==> config.mk <==
export PLATFORM = sky130hd
export DESIGN_NAME = masked_message_bit_packer_flat
export DESIGN_NICKNAME = d
export VERILOG_FILES = /design/src/rtl/core/mmbp_pkg.sv /design/src/rtl/core/mmbp_msg_if.sv /design/src/rtl/core/mmbp_word_if.sv /design/src/rtl/core/mmbp_front.sv /design/src/rtl/core/mmbp_queue.sv /design/src/rtl/core/mmbp_back.sv /design/src/rtl/core/masked_message_bit_packer.sv /design/src/flat_wrapper.sv
export SDC_FILE = /design/constraint.sdc
export NUM_CORES = 1
export LEC_CHECK = 0
export BUFFER_PORTS_ARGS = -buffer_cell sky130_fd_sc_hd__clkbuf_2
export CAP_MARGIN = 20
export CORE_MARGIN = 1.5
export CORE_UTILIZATION = 50
export DETAILED_ROUTE_END_ITERATION = 16
export GPL_TIMING_DRIVEN = 1
export PLACE_DENSITY = 0.81
export RECOVER_POWER = 25
export SYNTH_ARGS = -nofsm -noshare
export SYNTH_HDL_FRONTEND = slang
export SYNTH_SLANG_ARGS = --single-unit
==> constraint.sdc <==
create_clock -name clk_i -period 6.2 [get_ports clk_i]
set_input_delay 0.31 -clock clk_i [delete_from_list [all_inputs] [get_ports clk_i]]
set_output_delay 0.31 -clock clk_i [all_outputs]
set_load 0.03 [all_outputs]
==> src/rtl/core/mmbp_pkg.sv <==
// ----------------------------------------------------------------------------
// mmbp_pkg
// Shared constants and types for the masked message bit packer.
// ----------------------------------------------------------------------------
package mmbp_pkg;

  // Packed word size and derived widths
  localparam int WordBits  = 64;
  localparam int FillW     = $clog2(WordBits);      // width of the partial-word fill count
  localparam int WidthW    = FillW + 1;             // bit width 0..127 as written

  // Reset value of the bit width register
  localparam logic [WidthW-1:0] WidthReset = WidthW'(WordBits);

  // One masked message on its way from the front end to the packer
  typedef struct packed {
    logic [WordBits-1:0] value;   // XORed and masked message
    logic [WidthW-1:0]   width;   // effective width, 1..64
    logic                last;    // final message of the stream
  } item_t;

  // Packer status seen by the top level
  typedef struct packed {
    logic             pend_valid; // flush word waits behind the output register
    logic [FillW-1:0] fill;       // valid bits in the partial word
  } back_status_t;

endpackage

==> src/rtl/core/mmbp_msg_if.sv <==
// ----------------------------------------------------------------------------
// mmbp_msg_if
// Message channel: one message with its pad per transaction.
// ----------------------------------------------------------------------------
interface mmbp_msg_if;
  logic                          valid;
  logic                          ready;
  logic [mmbp_pkg::WordBits-1:0] message_value;
  logic [mmbp_pkg::WordBits-1:0] pad_word;
  logic                          last_message;

  modport source (output valid, output message_value, output pad_word,
                  output last_message, input ready);
  modport sink   (input valid, input message_value, input pad_word,
                  input last_message, output ready);
endinterface

==> src/rtl/core/mmbp_word_if.sv <==
// ----------------------------------------------------------------------------
// mmbp_word_if
// Word channel: one packed 64-bit word per transaction.
// ----------------------------------------------------------------------------
interface mmbp_word_if;
  logic                          valid;
  logic                          ready;
  logic [mmbp_pkg::WordBits-1:0] packed_word;
  logic                          last_word;

  modport source (output valid, output packed_word, output last_word, input ready);
  modport sink   (input valid, input packed_word, input last_word, output ready);
endinterface

==> src/rtl/core/mmbp_front.sv <==
// ----------------------------------------------------------------------------
// mmbp_front
// Front end: holds the width register, XORs and masks each message and
// registers the result for the queue.
// ----------------------------------------------------------------------------
module mmbp_front (
  input  logic                          clk_i,
  input  logic                          rst_ni,
  input  logic                          cfg_we_i,
  input  logic [mmbp_pkg::WidthW-1:0]   cfg_wdata_i,
  mmbp_msg_if.sink                      in_if,
  output logic                          item_valid_o,
  input  logic                          item_ready_i,
  output mmbp_pkg::item_t               item_o
);

  logic [mmbp_pkg::WidthW-1:0]   width_q;
  logic [mmbp_pkg::WidthW-1:0]   eff_width;
  logic [mmbp_pkg::WordBits-1:0] mask;
  logic                          stg_valid_q, stg_valid_d;
  mmbp_pkg::item_t               stg_q, stg_d;
  logic                          in_take;

  // Width register
  always_ff @(posedge clk_i or negedge rst_ni) begin
    if (!rst_ni) begin
      width_q <= mmbp_pkg::WidthReset;
    end else if (cfg_we_i) begin
      width_q <= cfg_wdata_i;
    end
  end

  // Zero counts as one, anything past a full word saturates
  always_comb begin
    if (width_q == '0) begin
      eff_width = mmbp_pkg::WidthW'(1);
    end else if (width_q > mmbp_pkg::WidthW'(mmbp_pkg::WordBits)) begin
      eff_width = mmbp_pkg::WidthW'(mmbp_pkg::WordBits);
    end else begin
      eff_width = width_q;
    end
  end

  assign mask = {mmbp_pkg::WordBits{1'b1}} >>
                (mmbp_pkg::WidthW'(mmbp_pkg::WordBits) - eff_width);

  // Stage register, refilled whenever it empties toward the queue
  assign in_take     = in_if.valid && in_if.ready;
  assign in_if.ready = !stg_valid_q || item_ready_i;

  always_comb begin
    stg_valid_d = stg_valid_q;
    stg_d       = stg_q;
    if (item_ready_i) begin
      stg_valid_d = 1'b0;
    end
    if (in_take) begin
      stg_valid_d = 1'b1;
      stg_d.value = (in_if.message_value ^ in_if.pad_word) & mask;
      stg_d.width = eff_width;
      stg_d.last  = in_if.last_message;
    end
  end

  always_ff @(posedge clk_i or negedge rst_ni) begin
    if (!rst_ni) begin
      stg_valid_q <= 1'b0;
    end else begin
      stg_valid_q <= stg_valid_d;
    end
  end

  always_ff @(posedge clk_i) begin
    stg_q <= stg_d;
  end

  assign item_valid_o = stg_valid_q;
  assign item_o       = stg_q;

endmodule

==> src/rtl/core/mmbp_queue.sv <==
// ----------------------------------------------------------------------------
// mmbp_queue
// Two-entry queue between front end and packer.
// ----------------------------------------------------------------------------
module mmbp_queue (
  input  logic            clk_i,
  input  logic            rst_ni,
  input  logic            push_valid_i,
  output logic            push_ready_o,
  input  mmbp_pkg::item_t push_data_i,
  output logic            pop_valid_o,
  input  logic            pop_ready_i,
  output mmbp_pkg::item_t pop_data_o
);

  mmbp_pkg::item_t slot_q [2];
  logic            wr_ptr_q, rd_ptr_q;
  logic [1:0]      count_q;
  logic            push, pop;

  assign push_ready_o = (count_q != 2'd2);
  assign pop_valid_o  = (count_q != 2'd0);
  assign push         = push_valid_i && push_ready_o;
  assign pop          = pop_valid_o && pop_ready_i;
  assign pop_data_o   = slot_q[rd_ptr_q];

  // Pointers and fill count
  always_ff @(posedge clk_i or negedge rst_ni) begin
    if (!rst_ni) begin
      wr_ptr_q <= 1'b0;
      rd_ptr_q <= 1'b0;
      count_q  <= 2'd0;
    end else begin
      if (push) wr_ptr_q <= !wr_ptr_q;
      if (pop)  rd_ptr_q <= !rd_ptr_q;
      count_q <= count_q + 2'(push) - 2'(pop);
    end
  end

  // Entry storage
  always_ff @(posedge clk_i) begin
    if (push) begin
      slot_q[wr_ptr_q] <= push_data_i;
    end
  end

endmodule

==> src/rtl/core/mmbp_back.sv <==
// ----------------------------------------------------------------------------
// mmbp_back
// Packer: appends masked messages to the partial word, emits full words and
// flush words through an output register with one pending slot behind it.
// ----------------------------------------------------------------------------
module mmbp_back (
  input  logic                   clk_i,
  input  logic                   rst_ni,
  input  logic                   item_valid_i,
  output logic                   item_ready_o,
  input  mmbp_pkg::item_t        item_i,
  mmbp_word_if.source            out_if,
  output mmbp_pkg::back_status_t status_o
);

  localparam int WB = mmbp_pkg::WordBits;
  localparam int FW = mmbp_pkg::FillW;
  localparam int WW = mmbp_pkg::WidthW;

  logic [WB-1:0] partial_q, partial_d;
  logic [FW-1:0] fill_q, fill_d;
  logic          out_valid_q, out_valid_d;
  logic [WB-1:0] out_word_q, out_word_d;
  logic          out_last_q, out_last_d;
  logic          pend_valid_q, pend_valid_d;
  logic [WB-1:0] pend_word_q, pend_word_d;

  logic          slot_free, take;
  logic [WW-1:0] total;
  logic [WB-1:0] word;
  logic          full;
  logic [FW-1:0] rest;
  logic [WB-1:0] next_partial;
  logic [FW-1:0] next_fill;
  logic          flush;

  assign slot_free    = !out_valid_q || out_if.ready;
  assign item_ready_o = slot_free && !pend_valid_q;
  assign take         = item_valid_i && item_ready_o;

  // Append the new value behind the bits already held
  assign total = WW'(fill_q) + item_i.width;
  assign word  = partial_q | (item_i.value << fill_q);
  assign full  = total[WW-1];
  assign rest  = total[FW-1:0];

  always_comb begin
    if (full) begin
      next_partial = (rest == '0) ? '0 : (item_i.value >> (WW'(WB) - WW'(fill_q)));
      next_fill    = rest;
    end else begin
      next_partial = word;
      next_fill    = total[FW-1:0];
    end
    flush = item_i.last && (next_fill != '0);
  end

  // Packing state and result registers
  always_comb begin
    partial_d    = partial_q;
    fill_d       = fill_q;
    out_valid_d  = out_valid_q;
    out_word_d   = out_word_q;
    out_last_d   = out_last_q;
    pend_valid_d = pend_valid_q;
    pend_word_d  = pend_word_q;
    if (slot_free) begin
      out_valid_d = 1'b0;
    end
    if (pend_valid_q && slot_free) begin
      // second result of a spilling last message
      out_valid_d  = 1'b1;
      out_word_d   = pend_word_q;
      out_last_d   = 1'b1;
      pend_valid_d = 1'b0;
    end
    if (take) begin
      partial_d = item_i.last ? '0 : next_partial;
      fill_d    = item_i.last ? '0 : next_fill;
      if (full) begin
        out_valid_d  = 1'b1;
        out_word_d   = word;
        out_last_d   = item_i.last && (rest == '0);
        pend_valid_d = flush;
        pend_word_d  = next_partial;
      end else if (flush) begin
        out_valid_d = 1'b1;
        out_word_d  = next_partial;
        out_last_d  = 1'b1;
      end
    end
  end

  always_ff @(posedge clk_i or negedge rst_ni) begin
    if (!rst_ni) begin
      partial_q    <= '0;
      fill_q       <= '0;
      out_valid_q  <= 1'b0;
      pend_valid_q <= 1'b0;
    end else begin
      partial_q    <= partial_d;
      fill_q       <= fill_d;
      out_valid_q  <= out_valid_d;
      pend_valid_q <= pend_valid_d;
    end
  end

  always_ff @(posedge clk_i) begin
    out_word_q  <= out_word_d;
    out_last_q  <= out_last_d;
    pend_word_q <= pend_word_d;
  end

  assign out_if.valid       = out_valid_q;
  assign out_if.packed_word = out_word_q;
  assign out_if.last_word   = out_last_q;

  assign status_o.pend_valid = pend_valid_q;
  assign status_o.fill       = fill_q;

endmodule

==> src/rtl/core/masked_message_bit_packer.sv <==
// ----------------------------------------------------------------------------
// masked_message_bit_packer
// XORs each message with its pad, masks it to the configured width and packs
// the results LSB first into 64-bit words.
// ----------------------------------------------------------------------------
//  channel   dir  handshake          payload
//  in_if     in   valid/ready        message_value, pad_word, last_message
//  out_if    out  valid/ready        packed_word, last_word
//  cfg       in   cfg_we_i           cfg_wdata_i (bit_width, 7 bits)
//
// One message per cycle is accepted while neither side stalls. The message
// that completes a word passes the front stage, queue and output register.
// A last message that fills a word and spills over gives two words; the
// packer takes no message while the second waits in the pending slot, which
// the queue absorbs, and the input stalls only once the queue has filled.
// Reset clears the partial word and sets bit_width to 64.
// Either side may stall at any time; the queue lets front and packer stall
// independently.
// ----------------------------------------------------------------------------
module masked_message_bit_packer (
  input  logic                        clk_i,
  input  logic                        rst_ni,
  input  logic                        cfg_we_i,
  input  logic [mmbp_pkg::WidthW-1:0] cfg_wdata_i,
  mmbp_msg_if.sink                    in_if,
  mmbp_word_if.source                 out_if
);

  logic                   f_valid, f_ready;
  mmbp_pkg::item_t        f_item;
  logic                   q_valid, q_ready;
  mmbp_pkg::item_t        q_item;
  mmbp_pkg::back_status_t b_status;

  mmbp_front u_front (
    .clk_i        (clk_i),
    .rst_ni       (rst_ni),
    .cfg_we_i     (cfg_we_i),
    .cfg_wdata_i  (cfg_wdata_i),
    .in_if        (in_if),
    .item_valid_o (f_valid),
    .item_ready_i (f_ready),
    .item_o       (f_item)
  );

  mmbp_queue u_queue (
    .clk_i        (clk_i),
    .rst_ni       (rst_ni),
    .push_valid_i (f_valid),
    .push_ready_o (f_ready),
    .push_data_i  (f_item),
    .pop_valid_o  (q_valid),
    .pop_ready_i  (q_ready),
    .pop_data_o   (q_item)
  );

  mmbp_back u_back (
    .clk_i        (clk_i),
    .rst_ni       (rst_ni),
    .item_valid_i (q_valid),
    .item_ready_o (q_ready),
    .item_i       (q_item),
    .out_if       (out_if),
    .status_o     (b_status)
  );

`ifndef SYNTHESIS
  // A pending flush word always sits behind a valid output word
  assert property (@(posedge clk_i) disable iff (!rst_ni)
    b_status.pend_valid |-> out_if.valid)
    else $error("pending flush word without a valid output word");

  // The last message of a stream leaves the packer empty
  assert property (@(posedge clk_i) disable iff (!rst_ni)
    (q_valid && q_ready && q_item.last) |=> (b_status.fill == '0))
    else $error("partial word not cleared after last message");

  // Packer takes no transaction while a flush word is pending
  assert property (@(posedge clk_i) disable iff (!rst_ni)
    b_status.pend_valid |-> !q_ready)
    else $error("packer accepted a message with a flush word pending");
`endif

endmodule

==> src/flat_wrapper.sv <==
// flat-port wrapper written by rule: the top's interface ports become plain ports
module masked_message_bit_packer_flat 
  (clk_i, rst_ni, cfg_we_i, cfg_wdata_i, in_if_valid, in_if_message_value, in_if_pad_word, in_if_last_message, in_if_ready, out_if_valid, out_if_packed_word, out_if_last_word, out_if_ready);
  mmbp_msg_if in_if_i ();
  mmbp_word_if out_if_i ();
  input  logic clk_i;
  input  logic rst_ni;
  input  logic cfg_we_i;
  input  logic [mmbp_pkg::WidthW-1:0] cfg_wdata_i;
  input wire logic [$bits(in_if_i.valid)-1:0] in_if_valid;
  input wire logic [$bits(in_if_i.message_value)-1:0] in_if_message_value;
  input wire logic [$bits(in_if_i.pad_word)-1:0] in_if_pad_word;
  input wire logic [$bits(in_if_i.last_message)-1:0] in_if_last_message;
  output wire logic [$bits(in_if_i.ready)-1:0] in_if_ready;
  output wire logic [$bits(out_if_i.valid)-1:0] out_if_valid;
  output wire logic [$bits(out_if_i.packed_word)-1:0] out_if_packed_word;
  output wire logic [$bits(out_if_i.last_word)-1:0] out_if_last_word;
  input wire logic [$bits(out_if_i.ready)-1:0] out_if_ready;
  assign in_if_i.valid = in_if_valid;
  assign in_if_i.message_value = in_if_message_value;
  assign in_if_i.pad_word = in_if_pad_word;
  assign in_if_i.last_message = in_if_last_message;
  assign in_if_ready = in_if_i.ready;
  assign out_if_valid = out_if_i.valid;
  assign out_if_packed_word = out_if_i.packed_word;
  assign out_if_last_word = out_if_i.last_word;
  assign out_if_i.ready = out_if_ready;
  masked_message_bit_packer u_core (.clk_i(clk_i), .rst_ni(rst_ni), .cfg_we_i(cfg_we_i), .cfg_wdata_i(cfg_wdata_i), .in_if(in_if_i), .out_if(out_if_i));
endmodule
After elaboration in Yosys (flattened, before gate mapping). Memories as Yosys holds them, arrays and structs flattened. Cells that the tools add are included.

Flip-flop bits (word level): 285. Bits in latches: 0. Memory bits (writable): 144. Memory bits (read-only): 0. Input port bits: 141. Output and inout bits: 67. Logic and storage cells: 75. Memories kept: 1.

$add $sub $neg: 5. Multiply operators: 0. Divide/modulo/power cells: 0. $lt $le $gt $ge: 1. Equal/unequal tests: 1. Shift operators: 3. Multiplexer cells: 26. Bitwise gates (word level): 3. Reduce and logical (&&, ||, !) cells: 20.

Memory list: u_core.u_queue.slot_q (depth 2, bits a word 72, read ports 1, clocked after memory_dff 0, wr ports 1, RTL line mmbp_queue.sv:16) `mmbp_pkg::item_t slot_q [2];`.

Operator list (number): two-way mux 64 bit (7); bitwise AND 64 bit (1); bitwise OR 64 bit (1); << shifter 64 x 6 -> 64 bit (1); right shift 64 x 7 -> 64 bit (1); right shift 64 x 7 -> 64 bit (first input constant) (1); bitwise XOR 64 bit (1); two-way mux 1 bit (16); two-way mux 7 bit (2); adder 6 x 7 -> 7 bit (1); greater-than comparator 7 bit (second input constant) (1); logical AND 1 bit (7); zero test 7 bit (1); subtractor 7 x 6 -> 7 bit (first input constant) (1); subtractor 7 bit (first input constant) (1); zero test 6 bit (1); two-way mux 6 bit (1); nonzero test 6 bit (1); zero test 1 bit (5); nonzero test 2 bit (2); adder 2 x 1 -> 2 bit (1); logical OR 1 bit (2); != test 2 bit (second input constant) (1); AND reduction 2 bit (1); subtractor 2 x 1 -> 2 bit (1).

Logic depth before layout (Yosys ltp). An unclocked memory read counts as a cell.

Depth after elaboration: 8. Mapped depth: 20. Depth with buffers taken out: 13.

Cells and area by module. A second synthesis with hierarchy kept.

Cells, all modules: 2389. Area total of the unflattened synthesis: 27143.5 µm².

By module, submodules not included: mmbp_back (instances 1, cells an instance 1833, area an instance 17638.2 µm², sequential area each 5024.8 µm²); mmbp_queue (instances 1, cells an instance 246, area an instance 5415.2 µm², sequential area each 4424.2 µm²); mmbp_front (instances 1, cells an instance 310, area an instance 4090.2 µm², sequential area each 2363.5 µm²).

Worst setup path after synthesis. OpenSTA, ideal clock, no wires.

Path type: flip-flop to flip-flop. Start: register u_core.u_queue.rd_ptr_q. End: register u_core.u_back.out_last_q (netlist: u_core.u_back.out_if.last_word). Library setup time: 268 ps. Data arrival time: 6464 ps. Required time: 5932 ps. Slack: -532 ps. Cell stages (with the launch flop): 17. Buffers on the path: 7. Clock period less this slack: 6732 ps. Cells stage by stage: dfrtp_1 > buf_6 > buf_6 > buf_4 > buf_4 > buf_4 > buf_2 > mux2_2 > ha_1 > fa_1 > a211oi_1 > nor3b_1 > mux2_2 > nand2_1 > clkbuf_1 > nor2_1 > o22ai_1.

Cells in the longest elaborated chain, start to end: 7.

Ends and longest elaborated chain: start: declaration (RTL line mmbp_queue.sv:17) `logic wr_ptr_q, rd_ptr_q;`; start signal: assignment (RTL line mmbp_queue.sv:35) `if (pop) rd_ptr_q <= !rd_ptr_q;`; memory (2 x 72 bit) (*); adder 6 x 7 -> 7 bit (RTL line mmbp_back.sv:42) `assign total = WW'(fill_q) + item_i.width;`; nonzero test 6 bit (RTL line mmbp_back.sv:55) `flush = item_i.last && (next_fill != '0);`; logical AND 1 bit (RTL line mmbp_back.sv:55); two-way mux 1 bit (RTL line mmbp_back.sv:86) `end else if (flush) begin`; two-way mux 1 bit (*) (RTL line mmbp_back.sv:80) `if (full) begin`; two-way mux 1 bit (*) (RTL line mmbp_back.sv:77) `if (take) begin`; named net u_core.u_back.out_last_d (RTL line mmbp_back.sv:24) `logic out_last_q, out_last_d;`; end signal: assignment (RTL line mmbp_back.sv:110) `out_last_q <= out_last_d;`; end: declaration (RTL line mmbp_back.sv:24).

The timed path passes the listed nets; every way through them passes the cells marked *. A chain may end at the register's enable or synchronous reset.

Worst setup path after layout.
Start: register u_core.u_queue.rd_ptr_q. End: register u_core.u_back.pend_word_q[33] (data pin).

Cells in the longest elaborated chain, start to end: 5.

Ends and longest elaborated chain: memory (2 x 72 bit) (*); adder 6 x 7 -> 7 bit (RTL line mmbp_back.sv:42); zero test 6 bit (RTL line mmbp_back.sv:49) `next_partial = (rest == '0) ? '0 : (item_i.value >> (WW'(WB) - WW'(fill_q)));`; two-way mux 64 bit (RTL line mmbp_back.sv:49); two-way mux 64 bit (*) (RTL line mmbp_back.sv:48) `if (full) begin`; named net u_core.u_back.next_partial[33] (RTL line mmbp_back.sv:33) `logic [WB-1:0] next_partial;`; end signal: assignment (RTL line mmbp_back.sv:111) `pend_word_q <= pend_word_d;`; end: declaration (RTL line mmbp_back.sv:26) `logic [WB-1:0] pend_word_q, pend_word_d;`.

Marks and branches as above.

==> results by group <==
Timing
  – Hold Vio Cnt, Final: 0
  – Slew @ Worst Pin: 1.767 ns
  – Final worst path period share: 80.43%
  – Fmax: 200.5 MHz
  – RSZ-0062 raised after global routing: false
  – Endpoints failing setup: 0
  – Setup TNS: 0 ns
  – Minimum clock period: 4.987 ns
  – Slew margin rel.: -17.81%
  – Max-slew violations: 29
  – Clock Skew: 0.03385 ns

Critical path
  – R2r setup slk: 1.21 ns
  – Worst setup EP type: flop
  – Required @ worst endpoint: 6.51 ns
  – Crit-path max FO: 146
  – CP arrival: 5.30 ns
  – Reg-to-Reg End: u_core.u_back.pend_word_q[33]
  – Worst Reg2Reg Path Length in Cells: 9
  – Startpoint class of the critical path: flop
  – Reg2reg start: u_core.u_queue.rd_ptr_q
  – Setup Crit Path Kind: flop to flop

Routing
  – Wire per inst: 32.39 um
  – Via density: 6.985
  – DRT Wirelength: 110700 um
  – Initial drt markers: 3645
  – Post-DRT Antenna Nets: 0
  – Drt first pass iters: 8
  – # DRC: 0
  – Vias: 23870

Clocking
  – Post-CTS sizing: 0
  – Root Driver: clkbuf_16
  – H-tree levels: 2
  – CTS tree: done
  – Sink Count: 429
  – CTS max path bufs: 3
  – Post-CTS setup buffers: 0
  – CTS Hold Buffers Added: 10
  – Clock buffer count from CTS: 46
  – Clock-pin slew on the worst setup and hold paths: 0.06 ns
  – Clock latency on the worst-skew pair: 0.62 ns

Placement
  – RD Place Congestion: 1.071
  – Detail Placement HPWL: 83610 um
  – Port Buffers: 207

Synthesis
  – EDFF count, synth: 280
  – Ranking of synthesized cells by area: edfxtp_1 (30%), mux4_2 (12%), mux2i_1 (9.6%), dfrtp_1 (7.3%), mux2_2 (5.3%)
  – Syn_area_per_cell: 11.39 sq um
  – Top-count cell post-synth: edfxtp_1
  – Synth Instances: 2484
  – Sequential cell area fraction in the yosys report: 41.74%
  – Asr flop ratio synth: 19.58%
  – Yosys top cell area share: 29.71%
  – Distinct cells, synth: 92
  – Synthesis-stage register bit count: 429
  – Top_reg_cell synth: edfxtp_1
  – Mapped Nets: 2639
  – Mapped Area: 28300 sq um
  – Synth cell count leaders: edfxtp_1 (280), mux2i_1 (272), nand2_1 (201), nor2_1 (194), mux4_2 (154)
  – Area leader, netlist: edfxtp_1
  – Synth Warn #: 0

Die
  – Die Wd: 240.9 um
  – IO Pins: 208
  – Num rows: 87
  – Initial Utilization: 50.39%
  – Die height: 240.9 um
  – Die area: 58040 sq um
  – Core Box Area: 56170 sq um

Flow run
  – Max cap viols: 1

Hold path
  – Hold WC Path Type: primary input to flop
  – Hold wc startpoint: in_if_message_value[0]
  – WHS Path Cells: 3
  – Hold EP: u_core.u_front.item_o[8]

Global route
  – Initial antenna violation count: 0
  – Gr ovfl total: 0
  – First-pass GRT wire length: 159200 um
  – Vias in the first global route: 22700
  – GRT Overall Usage: 38.08%
  – Largest net degree at the start of global routing: 147

Final layout
  – P&R area growth vs syn: 11.99%
  – ANT cells: 0
  – Nets: 2779
  – Share of cells above drive strength 1: 25.13%
  – Fillers: 4675

Status
  – Status: complete, but fails checks
  – Failing checks: max-capacitance violations, max-slew violations
[flip-flops by register name (all words and copies together), names as in the netlist]
name,count
u_core.u_queue.rd_ptr_q,1
u_core.u_back.out_if.valid,1
u_core.u_back.fill_q,6
u_core.u_back.partial_q,64
u_core.u_front.width_q,7
u_core.u_queue.slot_q,144
u_core.u_queue.wr_ptr_q,1
u_core.u_back.out_if.packed_word,64
u_core.u_front.item_valid_o,1
u_core.u_back.pend_valid_q,1
u_core.u_back.pend_word_q,64
u_core.u_front.item_o,72
u_core.u_back.out_if.last_word,1
u_core.u_queue.count_q,2
[worst max path at each step]
stage / startpoint / end / slack [ns] / cells past startpoint
3_3_place_gp: u_core.u_queue.rd_ptr_q / u_core.u_back.pend_word_q[33] / 1.39 / 9
5_1_grt: u_core.u_queue.rd_ptr_q / u_core.u_back.pend_word_q[33] / 0.96 / 9
4_1_cts: u_core.u_queue.rd_ptr_q / u_core.u_back.pend_word_q[33] / 1.39 / 9
2_1_floorplan: u_core.u_queue.rd_ptr_q / u_core.u_back.out_if.last_word / 0.64 / 16
6_report: u_core.u_queue.rd_ptr_q / u_core.u_back.pend_word_q[33] / 1.21 / 9
3_5_place_dp: u_core.u_queue.rd_ptr_q / u_core.u_back.pend_word_q[33] / 1.39 / 9
[kinds of logic (layout without fill, tap and decap cells)]
kind of cell	Yosys count	in the layout	share of synthesized area [%]
adders and majority gates	14	14	0.6454
AOI/OAI and AO/OA	574	574	14.33
and+or+nand+nor	597	597	9.385
muxes	569	569	27.81
xor gates and xnor gates	78	78	2.414
DFF	429	429	41.74
buffers and inverters	223	401	3.682
[cell usage in the layout (no fill, tap or decap), types with 21 or more instances in the layout]
master	instances
a211oi_1	56
a21oi_1	79
a22o_1	34
a22oi_1	23
a31oi_1	21
buf_4	69
clkbuf_1	35
clkbuf_16	46
clkbuf_2	182
dfrtp_1	78
dfxtp_1	65
edfxtp_1	280
mux2_2	134
mux2i_1	272
mux4_2	154
nand2_1	201
nand3_1	30
nor2_1	187
nor3_1	62
o21ai_0	104
o22ai_1	57
xnor2_1	67
[layer usage]
metal	GRT usage [%]	up-vias	routed length (um)
met5	0	-	0
met4	24.30	0	8438
met3	7.972	378	11810
met2	57.58	1880	48390
met1	49.98	11620	42070
li1	-	10000	-
[critical path: stages (launching register included)]
cell      delay, ns
dfrtp_4        0.63
buf_12         0.66
mux4_2         0.64
a222oi_1       0.98
mux2_2         0.37
nor2_1         0.05
a31oi_1        0.24
mux2i_1        0.12
a221oi_1       0.68
o22ai_1        0.15
[area by class of cell]
type                       count  area [sq um]  area share, %
multi-input combinational   1832         15570          49.12
clock inverter                27         299.0         0.9434
clock buffer                  59          1230          3.880
inverter                      23         87.58         0.2763
timing repair buffer         292          1738          5.483
tap                          756         945.9          2.984
sequential                   429         11830          37.31
[stage by stage]
step	instance area (sq um)	hold WS (ns)	utilization [%]	std cells	worst slack (ns)
floorplan	28310	0.01441	-	2484	0.6361
global placement	30090	0.2716	53.56	3321	1.394
detailed placement	30100	0.2710	53.59	3322	1.386
CTS	31730	0.05257	56.49	3418	1.394
global route	31700	0.07123	56.43	3418	0.9614
finish	31700	0.07004	56.43	3418	1.213
Power is not shown: default switching activity piles up to over one toggle a cycle in this logic, so the estimate is an artifact.
